<file path="src/rtl/core/stx_pkg.sv">
// Shared types and constants of the STX/ETX packet receiver.
// Used by every module in rtl/core; depends on nothing.

package stx_pkg;

    localparam logic [7:0] STX_BYTE    = 8'h02;
    localparam logic [7:0] ETX_BYTE    = 8'h03;
    localparam logic [7:0] TYPE_CONFIG = 8'h43;   // 'C'
    localparam logic [7:0] TYPE_TIME   = 8'h54;   // 'T'
    localparam logic [7:0] TYPE_DATE   = 8'h44;   // 'D'
    localparam logic [7:0] TYPE_TDIFF  = 8'h64;   // 'd'
    localparam logic [7:0] TYPE_VCO    = 8'h56;   // 'V'

    localparam logic [5:0] MAX_PAYLOAD = 6'd61;

    localparam logic [1:0] ST_PACKET   = 2'd0;
    localparam logic [1:0] ST_BAD_TERM = 2'd1;
    localparam logic [1:0] ST_CHECKSUM = 2'd2;
    localparam logic [1:0] ST_LINE     = 2'd3;

    localparam logic [1:0] CFG_CONFIG_LEN = 2'd0;
    localparam logic [1:0] CFG_TIME_LEN   = 2'd1;
    localparam logic [1:0] CFG_TDIFF_LEN  = 2'd2;
    localparam logic [1:0] CFG_VCO_LEN    = 2'd3;

    localparam int CMD_DEPTH = 2;
    localparam int CMD_PTR_W = 1;

    typedef enum logic [1:0] {
        PH_HUNT,
        PH_TYPE,
        PH_BODY
    } phase_t;

    typedef enum logic [1:0] {
        BK_IDLE,
        BK_READ,
        BK_SHOW
    } bk_state_t;

    typedef struct packed {
        logic [7:0]  rx_byte;
        logic        frame_error;
        logic        overrun;
        logic [31:0] tick_now;
    } in_t;

    typedef struct packed {
        logic [1:0]  status;
        logic [7:0]  packet_byte;
        logic        last;
        logic        line_error;
        logic [31:0] time_stamp;
        logic        stamped;
    } out_t;

    // One job for the back end: a single status word or a packet stream
    typedef struct packed {
        logic        stream;
        logic [1:0]  status;
        logic        line_error;
        logic [5:0]  length;
        logic        stamped;
        logic [31:0] stamp;
    } cmd_t;

    typedef struct packed {
        logic full;
        logic empty;
        logic has_stream;
    } fifo_stat_t;

endpackage

</file>
<file path="src/rtl/core/stx_cmd_fifo.sv">
// Two-entry job queue between the receive front end and the output back end.
// Depends on stx_pkg.

module stx_cmd_fifo (
    input  logic                clk,
    input  logic                rst_n,
    input  logic                push,
    input  stx_pkg::cmd_t       push_cmd,
    input  logic                pop,
    output stx_pkg::cmd_t       head,
    output stx_pkg::fifo_stat_t stat
);

    stx_pkg::cmd_t                 entry_reg [stx_pkg::CMD_DEPTH];
    logic [stx_pkg::CMD_DEPTH-1:0] vld_reg;
    logic [stx_pkg::CMD_DEPTH-1:0] vld_next;
    logic [stx_pkg::CMD_PTR_W-1:0] wr_ptr_reg;
    logic [stx_pkg::CMD_PTR_W-1:0] wr_ptr_next;
    logic [stx_pkg::CMD_PTR_W-1:0] rd_ptr_reg;
    logic [stx_pkg::CMD_PTR_W-1:0] rd_ptr_next;
    logic                          any_stream;

    always_comb
    begin
        vld_next    = vld_reg;
        wr_ptr_next = wr_ptr_reg;
        rd_ptr_next = rd_ptr_reg;
        if (pop)
        begin
            vld_next[rd_ptr_reg] = 1'b0;
            rd_ptr_next          = rd_ptr_reg + 1'b1;
        end
        if (push)
        begin
            vld_next[wr_ptr_reg] = 1'b1;
            wr_ptr_next          = wr_ptr_reg + 1'b1;
        end
    end

    always_comb
    begin
        any_stream = 1'b0;
        for (int i = 0; i < stx_pkg::CMD_DEPTH; i++)
        begin
            any_stream = any_stream | (vld_reg[i] & entry_reg[i].stream);
        end
    end

    always_ff @(posedge clk or negedge rst_n)
    begin
        if (!rst_n)
        begin
            vld_reg    <= '0;
            wr_ptr_reg <= '0;
            rd_ptr_reg <= '0;
        end
        else
        begin
            vld_reg    <= vld_next;
            wr_ptr_reg <= wr_ptr_next;
            rd_ptr_reg <= rd_ptr_next;
        end
    end

    always_ff @(posedge clk)
    begin
        if (push)
        begin
            entry_reg[wr_ptr_reg] <= push_cmd;
        end
    end

    assign head            = entry_reg[rd_ptr_reg];
    assign stat.full       = vld_reg[wr_ptr_reg];
    assign stat.empty      = !vld_reg[rd_ptr_reg];
    assign stat.has_stream = any_stream;

endmodule

</file>
<file path="src/rtl/core/stx_front.sv">
// Receive front end: framing, type decode, checksum and packet store writes.
// Depends on stx_pkg; feeds the job queue and the store write port.

module stx_front #(
    parameter int BUFFER_DEPTH = 64,
    parameter int AW           = 6
) (
    input  logic              clk,
    input  logic              rst_n,
    input  logic              cfg_we,
    input  logic [1:0]        cfg_index,
    input  logic [5:0]        cfg_data,
    input  logic              in_valid,
    output logic              in_ready,
    input  stx_pkg::in_t      in_data,
    input  logic              fifo_full,
    input  logic              hold,
    output logic              push,
    output stx_pkg::cmd_t     push_cmd,
    output logic              wr_en,
    output logic [AW-1:0]     wr_addr,
    output logic [7:0]        wr_data
);

    stx_pkg::phase_t phase_reg, phase_next;
    logic [5:0]      bytes_left_reg, bytes_left_next;
    logic [5:0]      pkt_len_reg, pkt_len_next;
    logic [7:0]      xor_reg, xor_next;
    logic [7:0]      chk_reg, chk_next;
    logic [AW-1:0]   wr_addr_reg, wr_addr_next;
    logic [31:0]     tick_reg, tick_next;
    logic            cap_valid_reg, cap_valid_next;
    logic [5:0]      cfg_len_reg [4];

    logic            accept;
    logic            lerr;
    logic            stored;
    logic            pkt_end;
    logic [5:0]      pay;
    logic [AW-1:0]   addr_inc;

    function automatic logic [5:0] sat_len(input logic [5:0] v);
        return (v > stx_pkg::MAX_PAYLOAD) ? stx_pkg::MAX_PAYLOAD : v;
    endfunction

    assign in_ready = !fifo_full && !hold;
    assign accept   = in_valid && in_ready;
    assign lerr     = in_data.frame_error | in_data.overrun;
    assign addr_inc = (wr_addr_reg == AW'(BUFFER_DEPTH - 1)) ? '0 : wr_addr_reg + 1'b1;

    always_comb
    begin
        case (in_data.rx_byte)
            stx_pkg::TYPE_CONFIG: pay = sat_len(cfg_len_reg[stx_pkg::CFG_CONFIG_LEN]);
            stx_pkg::TYPE_TIME,
            stx_pkg::TYPE_DATE:   pay = sat_len(cfg_len_reg[stx_pkg::CFG_TIME_LEN]);
            stx_pkg::TYPE_TDIFF:  pay = sat_len(cfg_len_reg[stx_pkg::CFG_TDIFF_LEN]);
            stx_pkg::TYPE_VCO:    pay = sat_len(cfg_len_reg[stx_pkg::CFG_VCO_LEN]);
            default:              pay = 6'd0;
        endcase
    end

    // Next state
    always_comb
    begin
        phase_next      = phase_reg;
        bytes_left_next = bytes_left_reg;
        pkt_len_next    = pkt_len_reg;
        xor_next        = xor_reg;
        chk_next        = chk_reg;
        wr_addr_next    = wr_addr_reg;
        tick_next       = tick_reg;
        cap_valid_next  = cap_valid_reg;
        if (accept && !in_data.frame_error)
        begin
            case (phase_reg)
                stx_pkg::PH_HUNT:
                begin
                    if (in_data.rx_byte == stx_pkg::STX_BYTE)
                    begin
                        wr_addr_next = '0;
                        xor_next     = 8'd0;
                        phase_next   = stx_pkg::PH_TYPE;
                    end
                end
                stx_pkg::PH_TYPE:
                begin
                    xor_next       = xor_reg ^ in_data.rx_byte;
                    wr_addr_next   = addr_inc;
                    cap_valid_next = 1'b0;
                    if (in_data.rx_byte == stx_pkg::TYPE_TIME ||
                        in_data.rx_byte == stx_pkg::TYPE_DATE)
                    begin
                        tick_next      = in_data.tick_now;
                        cap_valid_next = 1'b1;
                    end
                    pkt_len_next    = pay + 6'd2;
                    bytes_left_next = pay + 6'd2;
                    phase_next      = stx_pkg::PH_BODY;
                end
                default:
                begin
                    if (bytes_left_reg >= 6'd3)
                    begin
                        xor_next = xor_reg ^ in_data.rx_byte;
                    end
                    chk_next        = in_data.rx_byte;
                    wr_addr_next    = addr_inc;
                    bytes_left_next = bytes_left_reg - 6'd1;
                    if (bytes_left_reg == 6'd1)
                    begin
                        phase_next = stx_pkg::PH_HUNT;
                    end
                end
            endcase
        end
    end

    // Outputs
    always_comb
    begin
        stored  = accept && !in_data.frame_error && (phase_reg != stx_pkg::PH_HUNT);
        pkt_end = stored && (phase_reg != stx_pkg::PH_TYPE) && (bytes_left_reg == 6'd1);
        push    = 1'b0;
        push_cmd.stream     = 1'b0;
        push_cmd.status     = stx_pkg::ST_LINE;
        push_cmd.line_error = lerr;
        push_cmd.length     = pkt_len_reg;
        push_cmd.stamped    = 1'b0;
        push_cmd.stamp      = 32'd0;
        if (pkt_end)
        begin
            push = 1'b1;
            if (in_data.rx_byte != stx_pkg::ETX_BYTE)
            begin
                push_cmd.status = stx_pkg::ST_BAD_TERM;
            end
            else if (xor_reg == chk_reg)
            begin
                push_cmd.stream  = 1'b1;
                push_cmd.status  = stx_pkg::ST_PACKET;
                push_cmd.stamped = cap_valid_reg;
                push_cmd.stamp   = cap_valid_reg ? tick_reg : 32'd0;
            end
            else
            begin
                push_cmd.status = stx_pkg::ST_CHECKSUM;
            end
        end
        else if (accept && lerr)
        begin
            push = 1'b1;
        end
    end

    assign wr_en   = stored;
    assign wr_addr = wr_addr_reg;
    assign wr_data = in_data.rx_byte;

    always_ff @(posedge clk or negedge rst_n)
    begin
        if (!rst_n)
        begin
            phase_reg      <= stx_pkg::PH_HUNT;
            bytes_left_reg <= '0;
            pkt_len_reg    <= '0;
            xor_reg        <= '0;
            chk_reg        <= '0;
            wr_addr_reg    <= '0;
            tick_reg       <= '0;
            cap_valid_reg  <= 1'b0;
            cfg_len_reg[stx_pkg::CFG_CONFIG_LEN] <= 6'd16;
            cfg_len_reg[stx_pkg::CFG_TIME_LEN]   <= 6'd8;
            cfg_len_reg[stx_pkg::CFG_TDIFF_LEN]  <= 6'd8;
            cfg_len_reg[stx_pkg::CFG_VCO_LEN]    <= 6'd4;
        end
        else
        begin
            phase_reg      <= phase_next;
            bytes_left_reg <= bytes_left_next;
            pkt_len_reg    <= pkt_len_next;
            xor_reg        <= xor_next;
            chk_reg        <= chk_next;
            wr_addr_reg    <= wr_addr_next;
            tick_reg       <= tick_next;
            cap_valid_reg  <= cap_valid_next;
            if (cfg_we)
            begin
                cfg_len_reg[cfg_index] <= cfg_data;
            end
        end
    end

endmodule

</file>
<file path="src/rtl/core/stx_back.sv">
// Output back end: packet store memory and the result sequencer.
// Depends on stx_pkg; takes jobs from the queue, drives the result channel.

module stx_back #(
    parameter int BUFFER_DEPTH = 64,
    parameter int AW           = 6
) (
    input  logic           clk,
    input  logic           rst_n,
    input  logic           wr_en,
    input  logic [AW-1:0]  wr_addr,
    input  logic [7:0]     wr_data,
    input  stx_pkg::cmd_t  head,
    input  logic           fifo_empty,
    output logic           pop,
    output logic           streaming,
    output logic           out_valid,
    input  logic           out_ready,
    output stx_pkg::out_t  out_data
);

    logic [7:0]          store_mem [BUFFER_DEPTH];
    logic [7:0]          rd_data_reg;

    stx_pkg::bk_state_t  state_reg, state_next;
    stx_pkg::cmd_t       cmd_reg, cmd_next;
    logic [5:0]          k_reg, k_next;
    logic [AW-1:0]       rd_addr_reg, rd_addr_next;
    logic                final_word;

    always_ff @(posedge clk)
    begin
        if (wr_en)
        begin
            store_mem[wr_addr] <= wr_data;
        end
        if (state_reg == stx_pkg::BK_READ)
        begin
            rd_data_reg <= store_mem[rd_addr_reg];
        end
    end

    assign final_word = !cmd_reg.stream || (k_reg == cmd_reg.length - 6'd1);

    // Next state
    always_comb
    begin
        state_next   = state_reg;
        cmd_next     = cmd_reg;
        k_next       = k_reg;
        rd_addr_next = rd_addr_reg;
        case (state_reg)
            stx_pkg::BK_IDLE:
            begin
                if (!fifo_empty)
                begin
                    cmd_next     = head;
                    k_next       = 6'd0;
                    rd_addr_next = '0;
                    state_next   = head.stream ? stx_pkg::BK_READ : stx_pkg::BK_SHOW;
                end
            end
            stx_pkg::BK_READ:
            begin
                state_next = stx_pkg::BK_SHOW;
            end
            stx_pkg::BK_SHOW:
            begin
                if (out_ready)
                begin
                    if (final_word)
                    begin
                        state_next = stx_pkg::BK_IDLE;
                    end
                    else
                    begin
                        k_next       = k_reg + 6'd1;
                        rd_addr_next = (rd_addr_reg == AW'(BUFFER_DEPTH - 1)) ?
                                       '0 : rd_addr_reg + 1'b1;
                        state_next   = stx_pkg::BK_READ;
                    end
                end
            end
            default:
            begin
                state_next = stx_pkg::BK_IDLE;
            end
        endcase
    end

    // Outputs
    always_comb
    begin
        pop                 = (state_reg == stx_pkg::BK_IDLE) && !fifo_empty;
        streaming           = (state_reg != stx_pkg::BK_IDLE) && cmd_reg.stream;
        out_valid           = (state_reg == stx_pkg::BK_SHOW);
        out_data.status     = cmd_reg.status;
        out_data.packet_byte = cmd_reg.stream ? rd_data_reg : 8'd0;
        out_data.last       = final_word;
        out_data.line_error = cmd_reg.line_error;
        out_data.time_stamp = cmd_reg.stamp;
        out_data.stamped    = cmd_reg.stamped;
    end

    always_ff @(posedge clk or negedge rst_n)
    begin
        if (!rst_n)
        begin
            state_reg   <= stx_pkg::BK_IDLE;
            k_reg       <= '0;
            rd_addr_reg <= '0;
        end
        else
        begin
            state_reg   <= state_next;
            k_reg       <= k_next;
            rd_addr_reg <= rd_addr_next;
        end
    end

    always_ff @(posedge clk)
    begin
        cmd_reg <= cmd_next;
    end

endmodule

</file>
<file path="src/rtl/core/stx_etx_packet_receiver_core.sv">
// Top level of the STX/ETX packet receiver with XOR checksum.
// Depends on stx_pkg, stx_front, stx_cmd_fifo and stx_back.

// The receiver takes one serial byte per input word with its frame-error and
// overrun flags, hunts for STX, decodes the type byte into a payload length
// from the four length registers (saturated at 61), writes type, payload,
// checksum and ETX into a packet store and checks terminator and XOR sum at
// the end. A good packet comes out as one result word per stored byte (type,
// payload, checksum), a bad one as a single status word, and a byte with a
// line error and nothing else to report gives a line-error status word. The
// front end takes a byte whenever it is ready; a finished job goes into a
// two-entry queue, and the back end passes each status word through its idle
// and show states, so a run of line-error bytes or an output stall can fill
// the queue and hold input off until an entry drains. While a good packet is
// waiting in the queue or being streamed, input is held off, because the
// stream reads the store that the next packet would overwrite: the back end
// pops the job in its idle state, then reads and presents each result word
// in a read state and a show state, waiting through any output stall. There is no clearing
// pass after reset. Write the length registers only while the block is idle.

module stx_etx_packet_receiver_core #(
    parameter int BUFFER_DEPTH = 64
) (
    input  logic           clk,
    input  logic           rst_n,
    input  logic           cfg_we,
    input  logic [1:0]     cfg_index,
    input  logic [5:0]     cfg_data,
    input  logic           in_valid,
    output logic           in_ready,
    input  stx_pkg::in_t   in_data,
    output logic           out_valid,
    input  logic           out_ready,
    output stx_pkg::out_t  out_data
);

    localparam int AW = (BUFFER_DEPTH > 1) ? $clog2(BUFFER_DEPTH) : 1;

    logic                 push;
    stx_pkg::cmd_t        push_cmd;
    logic                 pop;
    stx_pkg::cmd_t        head;
    stx_pkg::fifo_stat_t  fifo_stat;
    logic                 streaming;
    logic                 hold;
    logic                 wr_en;
    logic [AW-1:0]        wr_addr;
    logic [7:0]           wr_data;

    // Hold input while a good packet still needs the store
    assign hold = fifo_stat.has_stream | streaming;

    stx_front #(
        .BUFFER_DEPTH (BUFFER_DEPTH),
        .AW           (AW)
    ) u_front (
        .clk       (clk),
        .rst_n     (rst_n),
        .cfg_we    (cfg_we),
        .cfg_index (cfg_index),
        .cfg_data  (cfg_data),
        .in_valid  (in_valid),
        .in_ready  (in_ready),
        .in_data   (in_data),
        .fifo_full (fifo_stat.full),
        .hold      (hold),
        .push      (push),
        .push_cmd  (push_cmd),
        .wr_en     (wr_en),
        .wr_addr   (wr_addr),
        .wr_data   (wr_data)
    );

    stx_cmd_fifo u_fifo (
        .clk      (clk),
        .rst_n    (rst_n),
        .push     (push),
        .push_cmd (push_cmd),
        .pop      (pop),
        .head     (head),
        .stat     (fifo_stat)
    );

    stx_back #(
        .BUFFER_DEPTH (BUFFER_DEPTH),
        .AW           (AW)
    ) u_back (
        .clk        (clk),
        .rst_n      (rst_n),
        .wr_en      (wr_en),
        .wr_addr    (wr_addr),
        .wr_data    (wr_data),
        .head       (head),
        .fifo_empty (fifo_stat.empty),
        .pop        (pop),
        .streaming  (streaming),
        .out_valid  (out_valid),
        .out_ready  (out_ready),
        .out_data   (out_data)
    );

endmodule

</file>
<file path="config.mk">
export PLATFORM = sky130hd
export DESIGN_NAME = stx_etx_packet_receiver_core
export DESIGN_NICKNAME = d
export VERILOG_FILES = /design/src/rtl/core/stx_pkg.sv /design/src/rtl/core/stx_cmd_fifo.sv /design/src/rtl/core/stx_front.sv /design/src/rtl/core/stx_back.sv /design/src/rtl/core/stx_etx_packet_receiver_core.sv
export SDC_FILE = /design/constraint.sdc
export NUM_CORES = 1
export LEC_CHECK = 0
export ABC_CLOCK_PERIOD_IN_PS = 6900
export BUFFER_PORTS_ARGS = -buffer_cell sky130_fd_sc_hd__buf_2
export CAP_MARGIN = 20
export CORE_ASPECT_RATIO = 0.7
export CORE_MARGIN = 2
export CORE_UTILIZATION = 66
export DETAILED_ROUTE_END_ITERATION = 8
export GPL_ROUTABILITY_DRIVEN = 0
export PLACE_DENSITY = 0.84
export SYNTH_ARGS = -nofsm -noshare
export SYNTH_HDL_FRONTEND = slang
export SYNTH_SLANG_ARGS = --single-unit
</file>
<file path="constraint.sdc">
create_clock -name clk -period 6.9 [get_ports clk]
set_input_delay 0.345 -clock clk [delete_from_list [all_inputs] [get_ports clk]]
set_output_delay 0.345 -clock clk [all_outputs]
set_load 0.05 [all_outputs]
</file>
* Word-level counts from Yosys, hierarchy flattened
Memories as Yosys holds them, arrays and structs flattened. A register that Yosys moved wholly into a read port is not among the register bits. Cells that the tools add are included.
Operators by class: bitwise gates (word level) 12, muxes and demuxes 58, order comparisons 11, equality and inequality tests 20, reduce and logical (&&, ||, !) cells 37, add/subtract/negate cells 8
Operators with widths (count):
- $mux 33 | 3
- $mux 6 | 14
- $eq 8x7->1 const B | 5
- $pmux 6 s2 | 3
- $mux 32 | 1
- $bwmux 24 | 1
- $gt 6x6->1 const B | 4
- $mux 8 | 3
- $pmux 6 s4 | 1
- $add 6x1->6 const B | 3
- $mux 2 | 9
- $mux 1 | 16
- $pmux 8 s2 | 1
- $demux 6 s2 | 1
- $eq 6x6->1 const B | 2
- $logic_and 1x1->1 | 12
- $reduce_and 2->1 | 6
- $sub 6x1->6 const B | 2
- $reduce_and 3->1 | 3
- $eq 8x2->1 const B | 1
- $eq 8x8->1 | 1
- $ne 2x1->1 const B | 4
- $ne 8x2->1 const B | 1
- $xor 8x8->8 | 1
- other kinds (30) | 48
Word-level totals: input bits 55, register bits after elaboration 154, output and inout bits 47, memories kept 2, bits in writable memories 598, logic and storage cells 172
Memory list:
- u_back.store_mem | depth 64, bits a word 8, rd ports 1, clocked after Yosys merged registers in 1, write ports 1, RTL line stx_back.sv:22 | logic [7:0] store_mem [BUFFER_DEPTH];
- u_fifo.entry_reg | depth 2, bits a word 43, rd ports 3, clocked after Yosys merged registers in 0, write ports 1, RTL line stx_cmd_fifo.sv:14 | stx_pkg::cmd_t entry_reg [stx_pkg::CMD_DEPTH];

* Longest topological paths before layout
An unclocked memory read counts as a cell.
depth after elaboration 14, depth in mapped cells 10, depth with buffers taken out 9

* Modules after synthesis
From an unflattened synthesis, not the netlist that was laid out.
Second synthesis, totals: cells, all modules 1689, area, all modules 30939.7 µm²
Modules (own cells, without submodules):
- stx_back | instances 1, sequential area each 17256.6 µm², cells an instance 1116, area each 22743.1 µm²
- stx_front | instances 1, sequential area each 2332.2 µm², cells an instance 422, area each 4768.3 µm²
- stx_cmd_fifo | instances 1, sequential area each 2682.6 µm², cells an instance 150, area each 3422.0 µm²
- stx_etx_packet_receiver_core | instances 1, sequential area each 0.0 µm², cells an instance 1, area each 6.3 µm²

* Least setup slack after synthesis
OpenSTA, ideal clock, no wires.
path type reg2reg, start point register u_back.state_reg[1], end point memory u_fifo.entry_reg[0][0] (netlist name), enable pin, period minus slack after synthesis 3.743 ns, slack 3.157 ns, cell stages (with the launch flop) 6, path buffers 1, library setup time 0.444 ns, arrival time 3.299 ns, required time 6.456 ns, path through dfrtp_1 > clkbuf_1 > o21ai_1 > o211a_1 > a31oi_1 > nor2_1
Between the ends: word-level cells in the longest chain between the ends 13, elaborated cells between the ends (all ways) 15, those cells by class 4 x mux; 1 x bitwise; 10 x reduce/logical
RTL lines:
- from (decl) | RTL line stx_back.sv:25 | stx_pkg::bk_state_t state_reg, state_next;
- from (signal assigned) | RTL line stx_back.sv:109 | state_reg <= stx_pkg::BK_IDLE;
- from (signal assigned) | RTL line stx_back.sv:115 | state_reg <= state_next;
- $reduce_bool 2->1 * | RTL line stx_back.sv:95 | streaming = (state_reg != stx_pkg::BK_IDLE) && cmd_reg.stream;
- $logic_and 1x1->1 * | RTL line stx_back.sv:95
- $or 1x1->1 * | RTL line stx_etx_packet_receiver_core.sv:51 | assign hold = fifo_stat.has_stream | streaming;
- $logic_not 1->1 * | RTL line stx_front.sv:46 | assign in_ready = !fifo_full && !hold;
- $logic_and 1x1->1 * | RTL line stx_front.sv:46
- via in_ready | RTL line stx_etx_packet_receiver_core.sv:30 | output logic in_ready,
- $logic_and 1x1->1 * | RTL line stx_front.sv:47 | assign accept = in_valid && in_ready;
- $logic_and 1x1->1 (2 in a row) | RTL line stx_front.sv:122 | stored = accept && !in_data.frame_error && (phase_reg != stx_pkg::PH_HUNT);
- $logic_and 1x1->1 (2 in a row) | RTL line stx_front.sv:123 | pkt_end = stored && (phase_reg != stx_pkg::PH_TYPE) && (bytes_left_reg == 6'd1);
- $mux 1 * | RTL line stx_front.sv:131 | if (pkt_end)
- $mux 1 * | RTL line stx_cmd_fifo.sv:67 | if (push)
- $mux 1 (not written as such) * | RTL line stx_cmd_fifo.sv:69 | entry_reg[wr_ptr_reg] <= push_cmd;
- to (decl) | RTL line stx_cmd_fifo.sv:14
The timed path passes the listed nets; every way through them passes the cells marked *.

* Worst setup path in the final report
start point register u_back.cmd_reg[42] (netlist name), end point memory u_fifo.entry_reg[0][21] (netlist name), enable pin
Between the ends: word-level cells in the longest chain between the ends 12, elaborated cells between the ends (all ways) 14, those cells by class 4 x mux; 1 x bitwise; 9 x reduce/logical
RTL lines:
- from (decl) | RTL line stx_back.sv:26 | stx_pkg::cmd_t cmd_reg, cmd_next;
- from (signal assigned) | RTL line stx_back.sv:123 | cmd_reg <= cmd_next;
- $logic_and 1x1->1 * | RTL line stx_back.sv:95
- $or 1x1->1 * | RTL line stx_etx_packet_receiver_core.sv:51
- $logic_not 1->1 * | RTL line stx_front.sv:46
- $logic_and 1x1->1 * | RTL line stx_front.sv:46
- $logic_and 1x1->1 * | RTL line stx_front.sv:47
- $logic_and 1x1->1 (2 in a row) | RTL line stx_front.sv:122
- $logic_and 1x1->1 (2 in a row) | RTL line stx_front.sv:123
- $mux 1 * | RTL line stx_front.sv:131
- $mux 1 * | RTL line stx_cmd_fifo.sv:67
- $mux 1 (not written as such) * | RTL line stx_cmd_fifo.sv:69
Mark *: on every way between the ends. The rest lies on a longest branch, timed or not.

==> run_results.csv <==
group,metric,value,unit
outcome,status,"finished clean",
timing,slew_headroom,0.3522,
logic_synthesis,synth_cell_types,65,
timing,finalCritPeriodShare,0.5952,
final_layout,ff_latch_area,22280,um2
final_layout,final_util,0.7460,
final_layout,area_growth_syn_to_layout,11.15,%
timing,timing.hold.ws,34.24,ps
cts,numClockSinks,760,
detailed_routing,post_drt_wl_per_cell,28.60,um
grt,grt_pass1_vias,16030,
timing,fin_tns_setup,0,ps
detailed_routing,firstDrtPassIters,6,
timing,skew,29.63,ps
placement,dp_slack,3000,ps
cts,clock-root-buffer,"clkbuf_16",
timing,period_needed,4107,ps
logic_synthesis,synth_cells,1598,
logic_synthesis,yosys_warnings,0,
detailed_routing,drc,0,
die,die-area,47740,um2
timing,report.final.hold_viol_count,0,
setup_path,crit_type,"reg -> reg",
cts,cts_tree,"built",
logic_synthesis,synth_edf_count,649,
final_layout,fill_cells,2465,
final_layout,nNetsFinal,1777,
timing,tightest_slew,968.1,ps
placement,place_area,31160,um2
detailed_routing,routed_via_density,6.720,
die,dieWidth,260.3,um
logic_synthesis,ys.flop_type,"edfxtp_1",
timing,rsz0062_at_grt,"false",
detailed_routing,drt_iter0_drc,2297,
cts,numCtsBuffers,68,
die,core_area,45220,um2
cts,path_clk_slew,70,ps
final_layout,final_area,33730,um2
logic_synthesis,ys_ff_latch,760,
logic_synthesis,seq_area_frac_synth,0.7339,
logic_synthesis,syn_area,30350,um2
timing,finalMaxSlewViolations,0,
timing,setup_ws,2793,ps
logic_synthesis,avgSynthCellArea,18.99,um2
setup_path,setup.worst_path.start_class,"register",
setup_path,arrival,4360,ps
grt,grt.total_usage,0.2914,
final_layout,drive_above_1_share,0.2661,
setup_path,crit_required,7160,ps
run,max_cap_viol_count,0,
detailed_routing,via_count,15950,
cts,clockBufferDepth,3,
die,start_util,0.6711,
pwr,p_per_area,334.0,nW/um2
cts,cts.htree.levels,3,
grt,antenna_found_initial,3,
timing,max_freq,0.2435,GHz
detailed_routing,detail-route-antenna-nets,0,
die,pin_count,102,
timing,setup_viol,0,
grt,grt_first_pass_wirelength,101000,um
die,num_rows,65,
pwr,ir_worst_vdd,0.2370,mV
die,dieHeight,183.4,um
placement,dp_hpwl,38870,um
placement,numPortBuffers,101,
cts,clkLatencyLatePin,610,ps
logic_synthesis,synth_nets,1661,
final_layout,largest_register_ffs,512,
worst_hold_path,timing.hold.worst.class,"in -> reg",
grt,grt_max_degree,79,
final_layout,multiInputGateArea,7420,um2
cts,postCtsSetupBuffers,0,
grt,overflow,0,
setup_path,end_kind,"register",
pwr,leakagePower,11.46,nW
setup_path,critical_path.max_fanout,23,
logic_synthesis,synthArstFlopShare,0.1461,
detailed_routing,drt-total-wl,67900,um
-- cell usage after synthesis, types with 4 or more instances --
cell type / instances / area share
and2_1: 42 / 0.0087
buf_2: 14 / 0.0023
nor2b_1: 10 / 0.0021
mux2_1: 29 / 0.011
edfxtp_1: 649 / 0.64
xor2_1: 19 / 0.0055
xnor2_1: 8 / 0.0023
nand2_1: 67 / 0.0083
nand2b_1: 5 / 0.0010
ha_1: 8 / 0.0033
buf_1: 10 / 0.0012
o21ai_0: 22 / 0.0036
inv_1: 13 / 0.0016
a31oi_1: 6 / 0.0012
nand3_1: 24 / 0.0040
or2_2: 5 / 0.0010
clkbuf_1: 41 / 0.0051
o211ai_1: 8 / 0.0020
buf_4: 43 / 0.011
or4_1: 5 / 0.0012
mux2_2: 78 / 0.029
o21ai_1: 8 / 0.0013
nand4_1: 5 / 0.0010
dfstp_2: 4 / 0.0035
mux4_2: 160 / 0.12
a21oi_1: 11 / 0.0018
nor3_1: 9 / 0.0015
nor2_1: 94 / 0.012
a21o_1: 8 / 0.0020
a22oi_1: 21 / 0.0052
nand3b_1: 5 / 0.0012
nor4_1: 4 / 0.00082
dfrtp_1: 107 / 0.088
-- layout make-up --
cell class | count | area share
inverter | 13 | 0.001447
clock buffer | 95 | 0.05530
antenna | 1 | 0.00007418
sequential | 760 | 0.6605
timing repair buffer | 158 | 0.03312
clock inverter | 31 | 0.007196
multi-input combinational | 713 | 0.2200
tap | 603 | 0.02237
-- kinds of logic after synthesis --
| family | count (synthesis) | share of synthesized area |
|---|---|---|
| xor+xnor | 27 | 0.007792 |
| mux | 267 | 0.1584 |
| simple gates | 299 | 0.04923 |
| flops | 760 | 0.7339 |
| compound gates | 112 | 0.02523 |
| fa+ha+maj | 8 | 0.003298 |
| buf+inv | 125 | 0.02214 |
-- power breakdown --
part           internal [mW]  total, mW  switching (mW)
combinational          0.827       2.04            1.22
sequential              5.32       5.57           0.246
clock                   2.02       3.65            1.63
total                   8.17       11.3            3.10
-- critical path: stages, from the launching register on --
cell and delay [ps]:
edfxtp_1 540, o21ai_1 220, o2111a_1 620, nand2_1 500, nor2_1 530, a31oi_1 270
nor2_4 620, buf_4 450
-- repair_timing --
item                                   CTS  global route
gates resized for setup                  0             0
hold buffers                            34             0
endpoints found under the hold margin   73             0
-- stage by stage --
stage               total power [mW]  std cells
global route                   11.61       2373
finish                         11.27       2374
detailed placement             7.609       2208
CTS                            11.23       2368
global placement               7.545       2208
floorplan                      7.113       1598
-- cell usage in the layout, fill, tap and decap left out, types with 21 or more instances in the layout --
master	n
edfxtp_1	649
mux4_2	160
dfrtp_1	103
buf_2	100
nor2_1	92
mux2_2	78
clkbuf_16	70
nand2_1	67
and2_1	42
dlygate4sd3_1	34
mux2_1	29
nand3_1	24
clkbuf_1	23
o21ai_0	22
a22oi_1	21
-- final timing paths --
path                                 startpoint                      end  slack, ps  cells after the start
min in group asynchronous                 rst_n     u_front.tick_reg[17]        360                      2
setup / recovery             u_back.cmd_reg[42]  u_fifo.entry_reg[0][21]       2790                      7
setup reg to reg             u_back.cmd_reg[42]  u_fifo.entry_reg[0][21]       2790                      7
hold / removal                      cfg_data[2]   u_front.cfg_len_reg[8]         30                      2
hold reg to reg            u_front.tick_reg[15]     u_front.tick_reg[15]        480                      1
max in group asynchronous                 rst_n     u_front.phase_reg[0]       5180                      3
-- metal layers --
layer | routed length (um) | vias to the layer above | share of wire | global-route usage
li1 | - | 6558 | - | -
met1 | 26340 | 8235 | 0.39 | 0.4325
met2 | 33150 | 1038 | 0.49 | 0.4557
met3 | 7011 | 120 | 0.10 | 0.06260
met4 | 1386 | 2 | 0.020 | 0.06789
met5 | 13 | - | 0.00019 | 0
Note: power is estimated with default switching activity, not from simulation.
